## config.mk

```make
export PLATFORM = sky130hd
export DESIGN_NAME = call_frame_stack_manager
export DESIGN_NICKNAME = d
export VERILOG_FILES = /design/src/rtl/core/cfsm_pkg.sv /design/src/rtl/core/cfsm_ctrl.sv /design/src/rtl/core/cfsm_dpath.sv /design/src/rtl/core/call_frame_stack_manager.sv
export VERILOG_INCLUDE_DIRS = /design/src /design/src/rtl/core
export SDC_FILE = /design/constraint.sdc
export NUM_CORES = 2
export LEC_CHECK = 0
export ABC_CLOCK_PERIOD_IN_PS = 9900
export BUFFER_PORTS_ARGS = -buffer_cell sky130_fd_sc_hd__buf_2
export CORE_UTILIZATION = 39
export DETAILED_ROUTE_END_ITERATION = 8
export PLACE_DENSITY_LB_ADDON = 0.12
export SETUP_SLACK_MARGIN = 0.4
export SYNTH_ARGS = -nofsm -noshare
export SYNTH_HDL_FRONTEND = slang
export SYNTH_SLANG_ARGS = --single-unit
```

## constraint.sdc

```tcl
create_clock -name clock -period 9.9 [get_ports clock]
set_clock_uncertainty 0.2 [all_clocks]
set_input_delay 1.98 -clock clock [delete_from_list [all_inputs] [get_ports clock]]
set_output_delay 1.98 -clock clock [all_outputs]
set_load 0.01 [all_outputs]
```

## src/rtl/core/call_frame_stack_manager_defines.svh

```systemverilog
// ----------------------------------------------------------------------------
// Call frame stack manager assertion macros
// Clocked assertion wrappers used by the RTL datapath, removable with NO_ASSERTIONS.
// ----------------------------------------------------------------------------
`ifndef CALL_FRAME_STACK_MANAGER_DEFINES_SVH
`define CALL_FRAME_STACK_MANAGER_DEFINES_SVH

`ifndef NO_ASSERTIONS

// assertion sampled on the rising clock edge, switched off during reset
`define CFSM_ASSERT_RST(lbl, clk, rst, prop, msg) \
   lbl: assert property (@(posedge clk) disable iff (rst) prop) else $error(msg);

// assertion sampled on the rising clock edge, live during reset too
`define CFSM_ASSERT_ALWAYS(lbl, clk, prop, msg) \
   lbl: assert property (@(posedge clk) prop) else $error(msg);

`else

`define CFSM_ASSERT_RST(lbl, clk, rst, prop, msg)
`define CFSM_ASSERT_ALWAYS(lbl, clk, prop, msg)

`endif

`endif

```

## src/rtl/core/cfsm_pkg.sv

```systemverilog
`timescale 1ns / 1ps
// ----------------------------------------------------------------------------
// Call frame stack manager package
// Sizes, codes, record layout and controller/datapath interface types.
// ----------------------------------------------------------------------------
package cfsm_pkg;

   localparam int MAX_SLOTS  = 4096;
   localparam int MAX_FRAMES = 64;
   localparam int ADDR_BITS  = 32;

   // fixed field widths
   localparam int OP_W     = 2;
   localparam int STATUS_W = 2;
   localparam int COUNT_W  = 12;
   localparam int CFG_W    = 13;
   localparam logic [CFG_W-1:0] SLOT_COUNT_RESET = CFG_W'(1024);

   // derived widths
   localparam int SLOT_W  = $clog2(MAX_SLOTS);       // top / base index
   localparam int LIM_W   = SLOT_W + 1;              // limit and sums
   localparam int DEPTH_W = $clog2(MAX_FRAMES + 1);  // active frame count
   localparam int IDX_W   = $clog2(MAX_FRAMES);      // record memory index

   typedef enum logic [OP_W-1:0] {
      OP_ENTER   = 2'd0,
      OP_LEAVE   = 2'd1,
      OP_RESERVE = 2'd2,
      OP_RELEASE = 2'd3
   } op_type;

   typedef enum logic [STATUS_W-1:0] {
      ST_OK       = 2'd0,
      ST_SLOT_OVF = 2'd1,
      ST_REC_FULL = 2'd2,
      ST_INVALID  = 2'd3
   } status_type;

   typedef enum logic [0:0] {
      S_IDLE = 1'b0,
      S_EXEC = 1'b1
   } state_type;

   typedef struct packed {
      logic [SLOT_W-1:0]    ftop;
      logic [SLOT_W-1:0]    pbase;
      logic [ADDR_BITS-1:0] ret;
   } record_type;

   // controller -> datapath
   typedef struct packed {
      logic capture;   // latch the accepted request
      logic commit;    // apply the request and load the result register
   } cmd_type;

   // datapath -> controller
   typedef struct packed {
      logic out_full;  // result register holds an untaken transaction
   } sts_type;

endpackage

```

## src/rtl/core/cfsm_ctrl.sv

```systemverilog
`timescale 1ns / 1ps
// ----------------------------------------------------------------------------
// Call frame stack manager controller
// Two-state sequencer: accept a request, then commit it once the result
// register can take the outcome.
// ----------------------------------------------------------------------------
module cfsm_ctrl (
   input  logic             clock,
   input  logic             reset,
   input  logic             req_valid,
   output logic             req_stall,
   input  logic             rsp_stall,
   input  cfsm_pkg::sts_type sts,
   output cfsm_pkg::cmd_type cmd
);
   import cfsm_pkg::*;

   state_type state_ff;
   state_type state_in;
   logic      can_commit;

   assign can_commit = !(sts.out_full && rsp_stall);

   always_ff @(posedge clock) begin
      if (reset) begin
         state_ff <= S_IDLE;
      end else begin
         state_ff <= state_in;
      end
   end

   always_comb begin
      state_in = state_ff;
      case (state_ff)
         S_IDLE: begin
            if (req_valid) begin
               state_in = S_EXEC;
            end
         end
         S_EXEC: begin
            if (can_commit) begin
               state_in = S_IDLE;
            end
         end
         default: begin
            state_in = S_IDLE;
         end
      endcase
   end

   always_comb begin
      req_stall   = 1'b1;
      cmd.capture = 1'b0;
      cmd.commit  = 1'b0;
      case (state_ff)
         S_IDLE: begin
            req_stall   = 1'b0;
            cmd.capture = req_valid;
         end
         S_EXEC: begin
            cmd.commit = can_commit;
         end
         default: begin
            req_stall = 1'b1;
         end
      endcase
   end

endmodule

```

## src/rtl/core/cfsm_dpath.sv

```systemverilog
`timescale 1ns / 1ps
`include "call_frame_stack_manager_defines.svh"
// ----------------------------------------------------------------------------
// Call frame stack manager datapath
// Top/base/depth registers, frame record memory, slot_count register and the
// result register.
// ----------------------------------------------------------------------------
module cfsm_dpath (
   input  logic                             clock,
   input  logic                             reset,
   input  cfsm_pkg::cmd_type                cmd,
   output cfsm_pkg::sts_type                sts,
   input  logic [cfsm_pkg::OP_W-1:0]        req_opcode,
   input  logic [cfsm_pkg::COUNT_W-1:0]     req_count,
   input  logic [cfsm_pkg::ADDR_BITS-1:0]   req_return_addr,
   input  logic                             csr_wr,
   input  logic [cfsm_pkg::CFG_W-1:0]       csr_data,
   input  logic                             rsp_stall,
   output logic                             rsp_valid,
   output logic [cfsm_pkg::STATUS_W-1:0]    rsp_status,
   output logic [cfsm_pkg::SLOT_W-1:0]      rsp_top_index,
   output logic [cfsm_pkg::SLOT_W-1:0]      rsp_base_index,
   output logic [cfsm_pkg::ADDR_BITS-1:0]   rsp_popped_return,
   output logic [cfsm_pkg::DEPTH_W-1:0]     rsp_depth
);
   import cfsm_pkg::*;

   // architectural state
   logic [SLOT_W-1:0]  top_ff,   top_in;
   logic [SLOT_W-1:0]  base_ff,  base_in;
   logic [DEPTH_W-1:0] depth_ff, depth_in;
   logic [CFG_W-1:0]   slot_count_ff;
   logic [LIM_W-1:0]   slot_limit;

   // captured request
   op_type               op_ff;
   logic [COUNT_W-1:0]   count_ff;
   logic [ADDR_BITS-1:0] ret_ff;

   // record memory
   record_type mem [MAX_FRAMES];
   record_type rd_ff;
   logic [IDX_W-1:0] wr_idx;
   logic [IDX_W-1:0] rd_idx;
   logic             wr_en;
   record_type       wr_rec;

   // result register
   logic                 out_valid_ff;
   status_type           status_ff, status_in;
   logic [ADDR_BITS-1:0] popped_ff, popped_in;
   logic [SLOT_W-1:0]    rsp_top_ff, rsp_base_ff;
   logic [DEPTH_W-1:0]   rsp_depth_ff;

   // arithmetic
   logic [LIM_W-1:0]  top_ext;
   logic [LIM_W-1:0]  sum;
   logic [LIM_W-1:0]  top_p1;
   logic [SLOT_W-1:0] ftop;
   logic [LIM_W-1:0]  rel_need;
   logic              has_frame;

   // limit: slot_count saturated into [2, MAX_SLOTS]
   always_comb begin
      if (LIM_W'(slot_count_ff) < LIM_W'(2)) begin
         slot_limit = LIM_W'(2);
      end else if (LIM_W'(slot_count_ff) > LIM_W'(MAX_SLOTS)) begin
         slot_limit = LIM_W'(MAX_SLOTS);
      end else begin
         slot_limit = LIM_W'(slot_count_ff);
      end
   end

   always_ff @(posedge clock) begin
      if (reset) begin
         slot_count_ff <= SLOT_COUNT_RESET;
      end else begin
         if (csr_wr) begin
            slot_count_ff <= csr_data;
         end
      end
   end

   always_ff @(posedge clock) begin
      if (cmd.capture) begin
         op_ff    <= op_type'(req_opcode);
         count_ff <= req_count;
         ret_ff   <= req_return_addr;
      end
   end

   // newest record is read every cycle; it is stable by the commit cycle
   assign rd_idx = IDX_W'(depth_ff - DEPTH_W'(1));
   assign wr_idx = depth_ff[IDX_W-1:0];

   always_ff @(posedge clock) begin
      if (wr_en) begin
         mem[wr_idx] <= wr_rec;
      end
      rd_ff <= mem[rd_idx];
   end

   assign has_frame = (depth_ff != '0);
   assign top_ext   = {1'b0, top_ff};
   assign sum       = top_ext + LIM_W'(count_ff);
   assign top_p1    = top_ext + LIM_W'(1);
   assign ftop      = has_frame ? rd_ff.ftop : '0;
   assign rel_need  = {1'b0, ftop} + LIM_W'(count_ff);

   always_comb begin
      top_in    = top_ff;
      base_in   = base_ff;
      depth_in  = depth_ff;
      status_in = ST_OK;
      popped_in = '0;
      wr_en     = 1'b0;
      wr_rec    = '{ftop: sum[SLOT_W-1:0], pbase: base_ff, ret: ret_ff};
      case (op_ff)
         OP_ENTER: begin
            if (sum >= slot_limit || top_p1 >= slot_limit) begin
               status_in = ST_SLOT_OVF;
            end else if (depth_ff >= DEPTH_W'(MAX_FRAMES)) begin
               status_in = ST_REC_FULL;
            end else begin
               wr_en    = cmd.commit;
               depth_in = depth_ff + DEPTH_W'(1);
               base_in  = top_p1[SLOT_W-1:0];
               top_in   = sum[SLOT_W-1:0];
            end
         end
         OP_LEAVE: begin
            if (!has_frame) begin
               status_in = ST_INVALID;
            end else begin
               depth_in  = depth_ff - DEPTH_W'(1);
               popped_in = rd_ff.ret;
               top_in    = (base_ff != '0) ? base_ff - SLOT_W'(1) : '0;
               base_in   = rd_ff.pbase;
            end
         end
         OP_RESERVE: begin
            if (sum >= slot_limit) begin
               status_in = ST_SLOT_OVF;
            end else begin
               top_in = sum[SLOT_W-1:0];
            end
         end
         OP_RELEASE: begin
            if (top_ext < rel_need) begin
               status_in = ST_INVALID;
            end else begin
               top_in = top_ff - SLOT_W'(count_ff);
            end
         end
         default: begin
            status_in = ST_INVALID;
         end
      endcase
   end

   always_ff @(posedge clock) begin
      if (reset) begin
         top_ff   <= '0;
         base_ff  <= '0;
         depth_ff <= '0;
      end else if (cmd.commit) begin
         top_ff   <= top_in;
         base_ff  <= base_in;
         depth_ff <= depth_in;
      end
   end

   always_ff @(posedge clock) begin
      if (reset) begin
         out_valid_ff <= 1'b0;
      end else if (cmd.commit) begin
         out_valid_ff <= 1'b1;
      end else if (!rsp_stall) begin
         out_valid_ff <= 1'b0;
      end
   end

   always_ff @(posedge clock) begin
      if (cmd.commit) begin
         status_ff    <= status_in;
         popped_ff    <= popped_in;
         rsp_top_ff   <= top_in;
         rsp_base_ff  <= base_in;
         rsp_depth_ff <= depth_in;
      end
   end

   assign sts.out_full      = out_valid_ff;
   assign rsp_valid         = out_valid_ff;
   assign rsp_status        = status_ff;
   assign rsp_top_index     = rsp_top_ff;
   assign rsp_base_index    = rsp_base_ff;
   assign rsp_popped_return = popped_ff;
   assign rsp_depth         = rsp_depth_ff;

   // a failed request leaves top, base and depth untouched
   `CFSM_ASSERT_RST(a_fail_no_change, clock, reset,
      (cmd.commit && status_in != ST_OK) |=>
         (top_ff == $past(top_ff) && base_ff == $past(base_ff) &&
          depth_ff == $past(depth_ff)),
      "failed request changed state")

   // a granted enter or reserve keeps top below the limit
   `CFSM_ASSERT_RST(a_top_in_range, clock, reset,
      (cmd.commit && status_in == ST_OK && (op_ff == OP_ENTER || op_ff == OP_RESERVE)) |=>
         ({1'b0, top_ff} < $past(slot_limit)),
      "top reached the slot limit")

   // a granted leave drops one frame and reports its restored depth
   `CFSM_ASSERT_RST(a_leave_pops, clock, reset,
      (cmd.commit && status_in == ST_OK && op_ff == OP_LEAVE) |=>
         (DEPTH_W'(depth_ff + DEPTH_W'(1)) == $past(depth_ff) && rsp_depth == depth_ff),
      "leave did not pop one frame")

   // a new result only appears after a commit
   `CFSM_ASSERT_RST(a_rsp_from_commit, clock, reset,
      $rose(out_valid_ff) |-> $past(cmd.commit),
      "result without commit")

endmodule

```

## src/rtl/core/call_frame_stack_manager.sv

```systemverilog
`timescale 1ns / 1ps
// Usage: a request transaction on req_* (opcode: enter, leave, reserve or
// release, with count and return address) is taken when req_valid is high
// and req_stall is low. Each request returns exactly one result transaction
// on rsp_* (status, top index, base index, popped return address, depth),
// taken when rsp_valid is high and rsp_stall is low.
// An accepted request is captured, then commits from the execute state to
// the result register behind rsp_valid; the next request waits for that
// commit. The newest frame's record memory read is registered before it.
// A finished result waits in an output register, so the next request is
// accepted while it waits; a second result commits only once the first is
// taken, and req_stall stays high meanwhile.
// slot_count is written on csr_* (always ready), applies from the next
// request, and is meant to change only while no request is outstanding.
// Reset (synchronous) clears top, base and depth, sets slot_count to 1024
// and drops any pending result. The record memory is not cleared: only
// entries below the depth are ever used.
// ----------------------------------------------------------------------------
// Call frame stack manager
// Frame pointer and bounded record stack manager with status per request.
// ----------------------------------------------------------------------------
module call_frame_stack_manager (
   input  logic                             clock,
   input  logic                             reset,
   // request channel
   input  logic                             req_valid,
   output logic                             req_stall,
   input  logic [cfsm_pkg::OP_W-1:0]        req_opcode,
   input  logic [cfsm_pkg::COUNT_W-1:0]     req_count,
   input  logic [cfsm_pkg::ADDR_BITS-1:0]   req_return_addr,
   // result channel
   output logic                             rsp_valid,
   input  logic                             rsp_stall,
   output logic [cfsm_pkg::STATUS_W-1:0]    rsp_status,
   output logic [cfsm_pkg::SLOT_W-1:0]      rsp_top_index,
   output logic [cfsm_pkg::SLOT_W-1:0]      rsp_base_index,
   output logic [cfsm_pkg::ADDR_BITS-1:0]   rsp_popped_return,
   output logic [cfsm_pkg::DEPTH_W-1:0]     rsp_depth,
   // slot_count register write
   input  logic                             csr_valid,
   output logic                             csr_ready,
   input  logic [cfsm_pkg::CFG_W-1:0]       csr_data
);
   import cfsm_pkg::*;

   cmd_type cmd;
   sts_type sts;
   logic    csr_wr;

   // register write is never held off
   assign csr_ready = 1'b1;
   assign csr_wr    = csr_valid && csr_ready;

   // sequencer: idle/accept, then commit when the result register is free or being taken
   cfsm_ctrl u_ctrl (
      .clock     (clock),
      .reset     (reset),
      .req_valid (req_valid),
      .req_stall (req_stall),
      .rsp_stall (rsp_stall),
      .sts       (sts),
      .cmd       (cmd)
   );

   // state registers, record memory and result register
   cfsm_dpath u_dpath (
      .clock             (clock),
      .reset             (reset),
      .cmd               (cmd),
      .sts               (sts),
      .req_opcode        (req_opcode),
      .req_count         (req_count),
      .req_return_addr   (req_return_addr),
      .csr_wr            (csr_wr),
      .csr_data          (csr_data),
      .rsp_stall         (rsp_stall),
      .rsp_valid         (rsp_valid),
      .rsp_status        (rsp_status),
      .rsp_top_index     (rsp_top_index),
      .rsp_base_index    (rsp_base_index),
      .rsp_popped_return (rsp_popped_return),
      .rsp_depth         (rsp_depth)
   );

endmodule
```

==> out/metrics.yaml <==
floorplanning:
  num_rows: 224
  die_w_um: 615
  pin_count: 132
  initial_core_util_pct: 39.2
  dieArea_sq_mm: 0.378
  core-area_sq_mm: 0.373
  die_y_um: 615
synthesis:
  synth_area_sq_mm: 0.146
  synth_common_cells: "edfxtp_1, mux4_2, nand2_1"
  yosysTopAreaCell: "edfxtp_1"
  syn_avg_cell_area_sq_um: 23.0
  async_flop_share_pct: 0
  yosysWarnings: 0
  synth_fp_nets: 6497
  synth.most_common_cell: "edfxtp_1"
  synthCells: 6353
  synth_top_area_share_pct: 75.8
  synth_cell_type_count: 79
  yosysSeqAreaShare_pct: 77.2
  synth_top_flop_cell: "edfxtp_1"
  ys_ff_latch: 3797
  yosys-top-cells-area: "edfxtp_1, mux4_2, dfxtp_1, ha_1, nand2_1"
  synth_edf_count: 3695
route:
  wire_per_inst_um: 34.4
  vias_per_cell: 5.72
  route.detailed.drc: 0
  initialDrtViolationCount: 8085
  drt_wl_total_um: 419000
  num_vias: 69700
  ant_nets: 0
  first_pass_iters: 6
critical_path:
  worst-path-max-fanout: 66
  r2r-start: "u_dpath.top_ff[2]"
  r2r_end: "u_dpath.mem[55][32]"
  reg2regPathDepth: 18
  crit_path_start_kind: "register"
  end_kind: "register"
  crit_type: "reg2reg"
  cp_data_required_time_ns: 10.29
  arrival_ns: 7.74
  regToRegSetupSlack_ns: 2.55
flow_run:
  maxCapViolations: 0
clock_tree:
  cts_setup_buffers: 0
  htree_levels: 5
  cts_buffers: 408
  worstSkewPairLatency_ns: 0.97
  cts.path.max_buffers: 4
  cts.sinks: 3797
  clk_pin_slew_ns: 0.06
  cts_root_buf: "clkbuf_16"
  holdBufCountCts: 0
  post_cts_resized: 0
  cts_tree: "done"
pwr:
  finalPower_mw: 37.4
  p_leak_nw: 51.3
  seq_power_share_pct: 49.0
  p_comb_share_pct: 10.4
  vdd_drop_max_mv: 0.160
  p_clk_share_pct: 40.6
  cellPowerDensity_mw_per_mm2: 222
  power_switching_mw: 9.11
  p_int_mw: 28.3
  swShare_pct: 24.4
global_routing:
  grt_usage_pct: 22.0
  grt_pass1_wl_um: 585000
  grt_pass1_vias: 70300
  antenna_found_initial: 47
  overflow: 0
  grt_max_degree: 108
hold_path:
  hp-start: "u_dpath.rd_ff[30]"
  worstHoldEndpoint: "u_dpath.rsp_popped_return[30]"
  hp-class: "reg2reg"
  hold_depth: 1
sta:
  drv_slew: 0
  setup_ws_ns: 2.55
  grt_setup_unrepaired: "false"
  setup-violations-final: 0
  max_freq_ghz: 0.136
  fin_crit_ns: 7.35
  fin_setup_tns_ns: 0
  tightest_slew_ns: 1.24
  fin_crit_sh_pct: 74.2
  report.final.hold_viol_count: 0
  slew_headroom_pct: 17.0
final_layout:
  area_growth_pct: 15.0
  nets: 6948
  nFillCells: 31000
  drive_gt1_share_pct: 30.7
status:
  outcome: "completed"
placed_design:
  hpwlAfterDp_um: 244000
  gp_congestion: 0.823
  dp_slack_ns: 2.71
  portBuffers: 130
state kept, by name, indices dropped and copies added, names as in the netlist:
signal,count
u_dpath.rd_ff,56
u_dpath.rsp_popped_return,32
u_dpath.rsp_base_index,12
u_dpath.rsp_status,2
u_dpath.op_ff,2
u_dpath.rsp_top_index,12
u_dpath.depth_ff,7
u_dpath.ret_ff,32
u_dpath.count_ff,12
u_dpath.slot_count_ff,13
u_dpath.top_ff,12
u_ctrl.state_ff,1
u_dpath.mem,3584
u_dpath.base_ff,12
u_dpath.rsp_valid,1
u_dpath.rsp_depth,7
worst max path at each step:
stage | startpoint | to | slack (ns) | depth (start not counted)
floorplan | u_dpath.count_ff[0] | u_dpath.mem[54][0] | 1.06 | 17
global placement | u_dpath.top_ff[2] | u_dpath.mem[55][18] | 2.56 | 18
detailed placement | u_dpath.top_ff[2] | u_dpath.mem[11][33] | 2.71 | 19
CTS | u_dpath.top_ff[2] | u_dpath.mem[55][32] | 2.62 | 18
global route | u_dpath.top_ff[3] | u_dpath.mem[11][41] | 2.19 | 19
finish | u_dpath.top_ff[2] | u_dpath.mem[55][32] | 2.55 | 18
critical path, stage by stage (launching register included):
cell      delay [ns]
dfxtp_1         0.57
ha_1            0.43
nor3_1          0.22
o21ai_0         0.19
nand2_1         0.11
nor2_1          0.10
o311ai_0        0.52
xnor2_2         0.17
buf_4           0.62
ha_1            0.38
nand4_1         0.10
nor2_1          0.06
a21oi_1         0.21
o211ai_1        0.12
buf_4           0.22
or2_2           0.38
or4_1           0.93
nor2_4          0.83
buf_4           0.51
logic make-up after synthesis:
| group | synth area share [%] |
|---|---|
| multiplexers | 17.3 |
| XOR/XNOR | 0.311 |
| buffers and inverters | 1.11 |
| AO/OA/AOI/OAI | 1.56 |
| flip-flops | 77.2 |
| adder cells (fa/ha/maj) | 0.699 |
| AND/OR/NAND/NOR | 1.87 |
| other | 0.00256 |
metrics by stage:
step | util, % | area [sq um] | cells | hold WS, ns
finish | 45.1 | 168000 | 12200 | 0.336
global route | 45.1 | 168000 | 12200 | 0.353
CTS | 45.1 | 168000 | 12100 | 0.336
detailed placement | 41.5 | 155000 | 11400 | 0.314
global placement | 41.5 | 155000 | 11400 | 0.298
floorplan | - | 146000 | 6353 | 0.266
cell usage in the layout, fill, tap and decap left out, types with 20 or more instances in the layout:
master	count
clkbuf_8	20
clkinv_2	72
buf_2	130
bufinv_16	38
o21ai_0	36
and2_1	61
nor2_1	79
inv_1	46
buf_12	40
dfxtp_1	89
nand2_1	208
a31oi_1	62
clkinv_1	84
mux4_2	1114
diode_2	76
and3_1	37
xnor2_1	25
ha_1	76
a21oi_1	52
edfxtp_1	3695
clkbuf_16	421
a211oi_1	67
clkbuf_1	85
nand3_1	24
nor2_4	63
buf_4	208
power by group through the flow:
stage               sequential (mW)  combinational, mW  clock [mW]
finish                         18.3               3.88        15.2
floorplan                      18.6               2.07           0
CTS                            18.3               3.95        15.5
global placement               18.6               3.93           0
detailed placement             18.6               3.93           0
global route                   18.3               4.08        16.0
routing by layer:
layer	global-route usage (%)	wire (um)	up-vias
met4	5.37	10300	2
met1	32.0	183000	38700
met3	3.00	24600	461
met5	0	13	-
li1	-	-	28100
met2	35.4	201000	2451
area by class of cell:
| class | instances | area [sq um] | area share [%] |
|---|---|---|---|
| antenna | 76 | 190 | 0.113 |
| clock buffer | 526 | 11100 | 6.61 |
| clock inverter | 221 | 2120 | 1.26 |
| inverter | 49 | 189 | 0.112 |
| multi-input combinational | 2170 | 32500 | 19.3 |
| sequential | 3797 | 113000 | 67.1 |
| tap | 4972 | 6220 | 3.69 |
| timing repair buffer | 378 | 3010 | 1.79 |
Note: power is estimated with default switching activity, not from simulation.
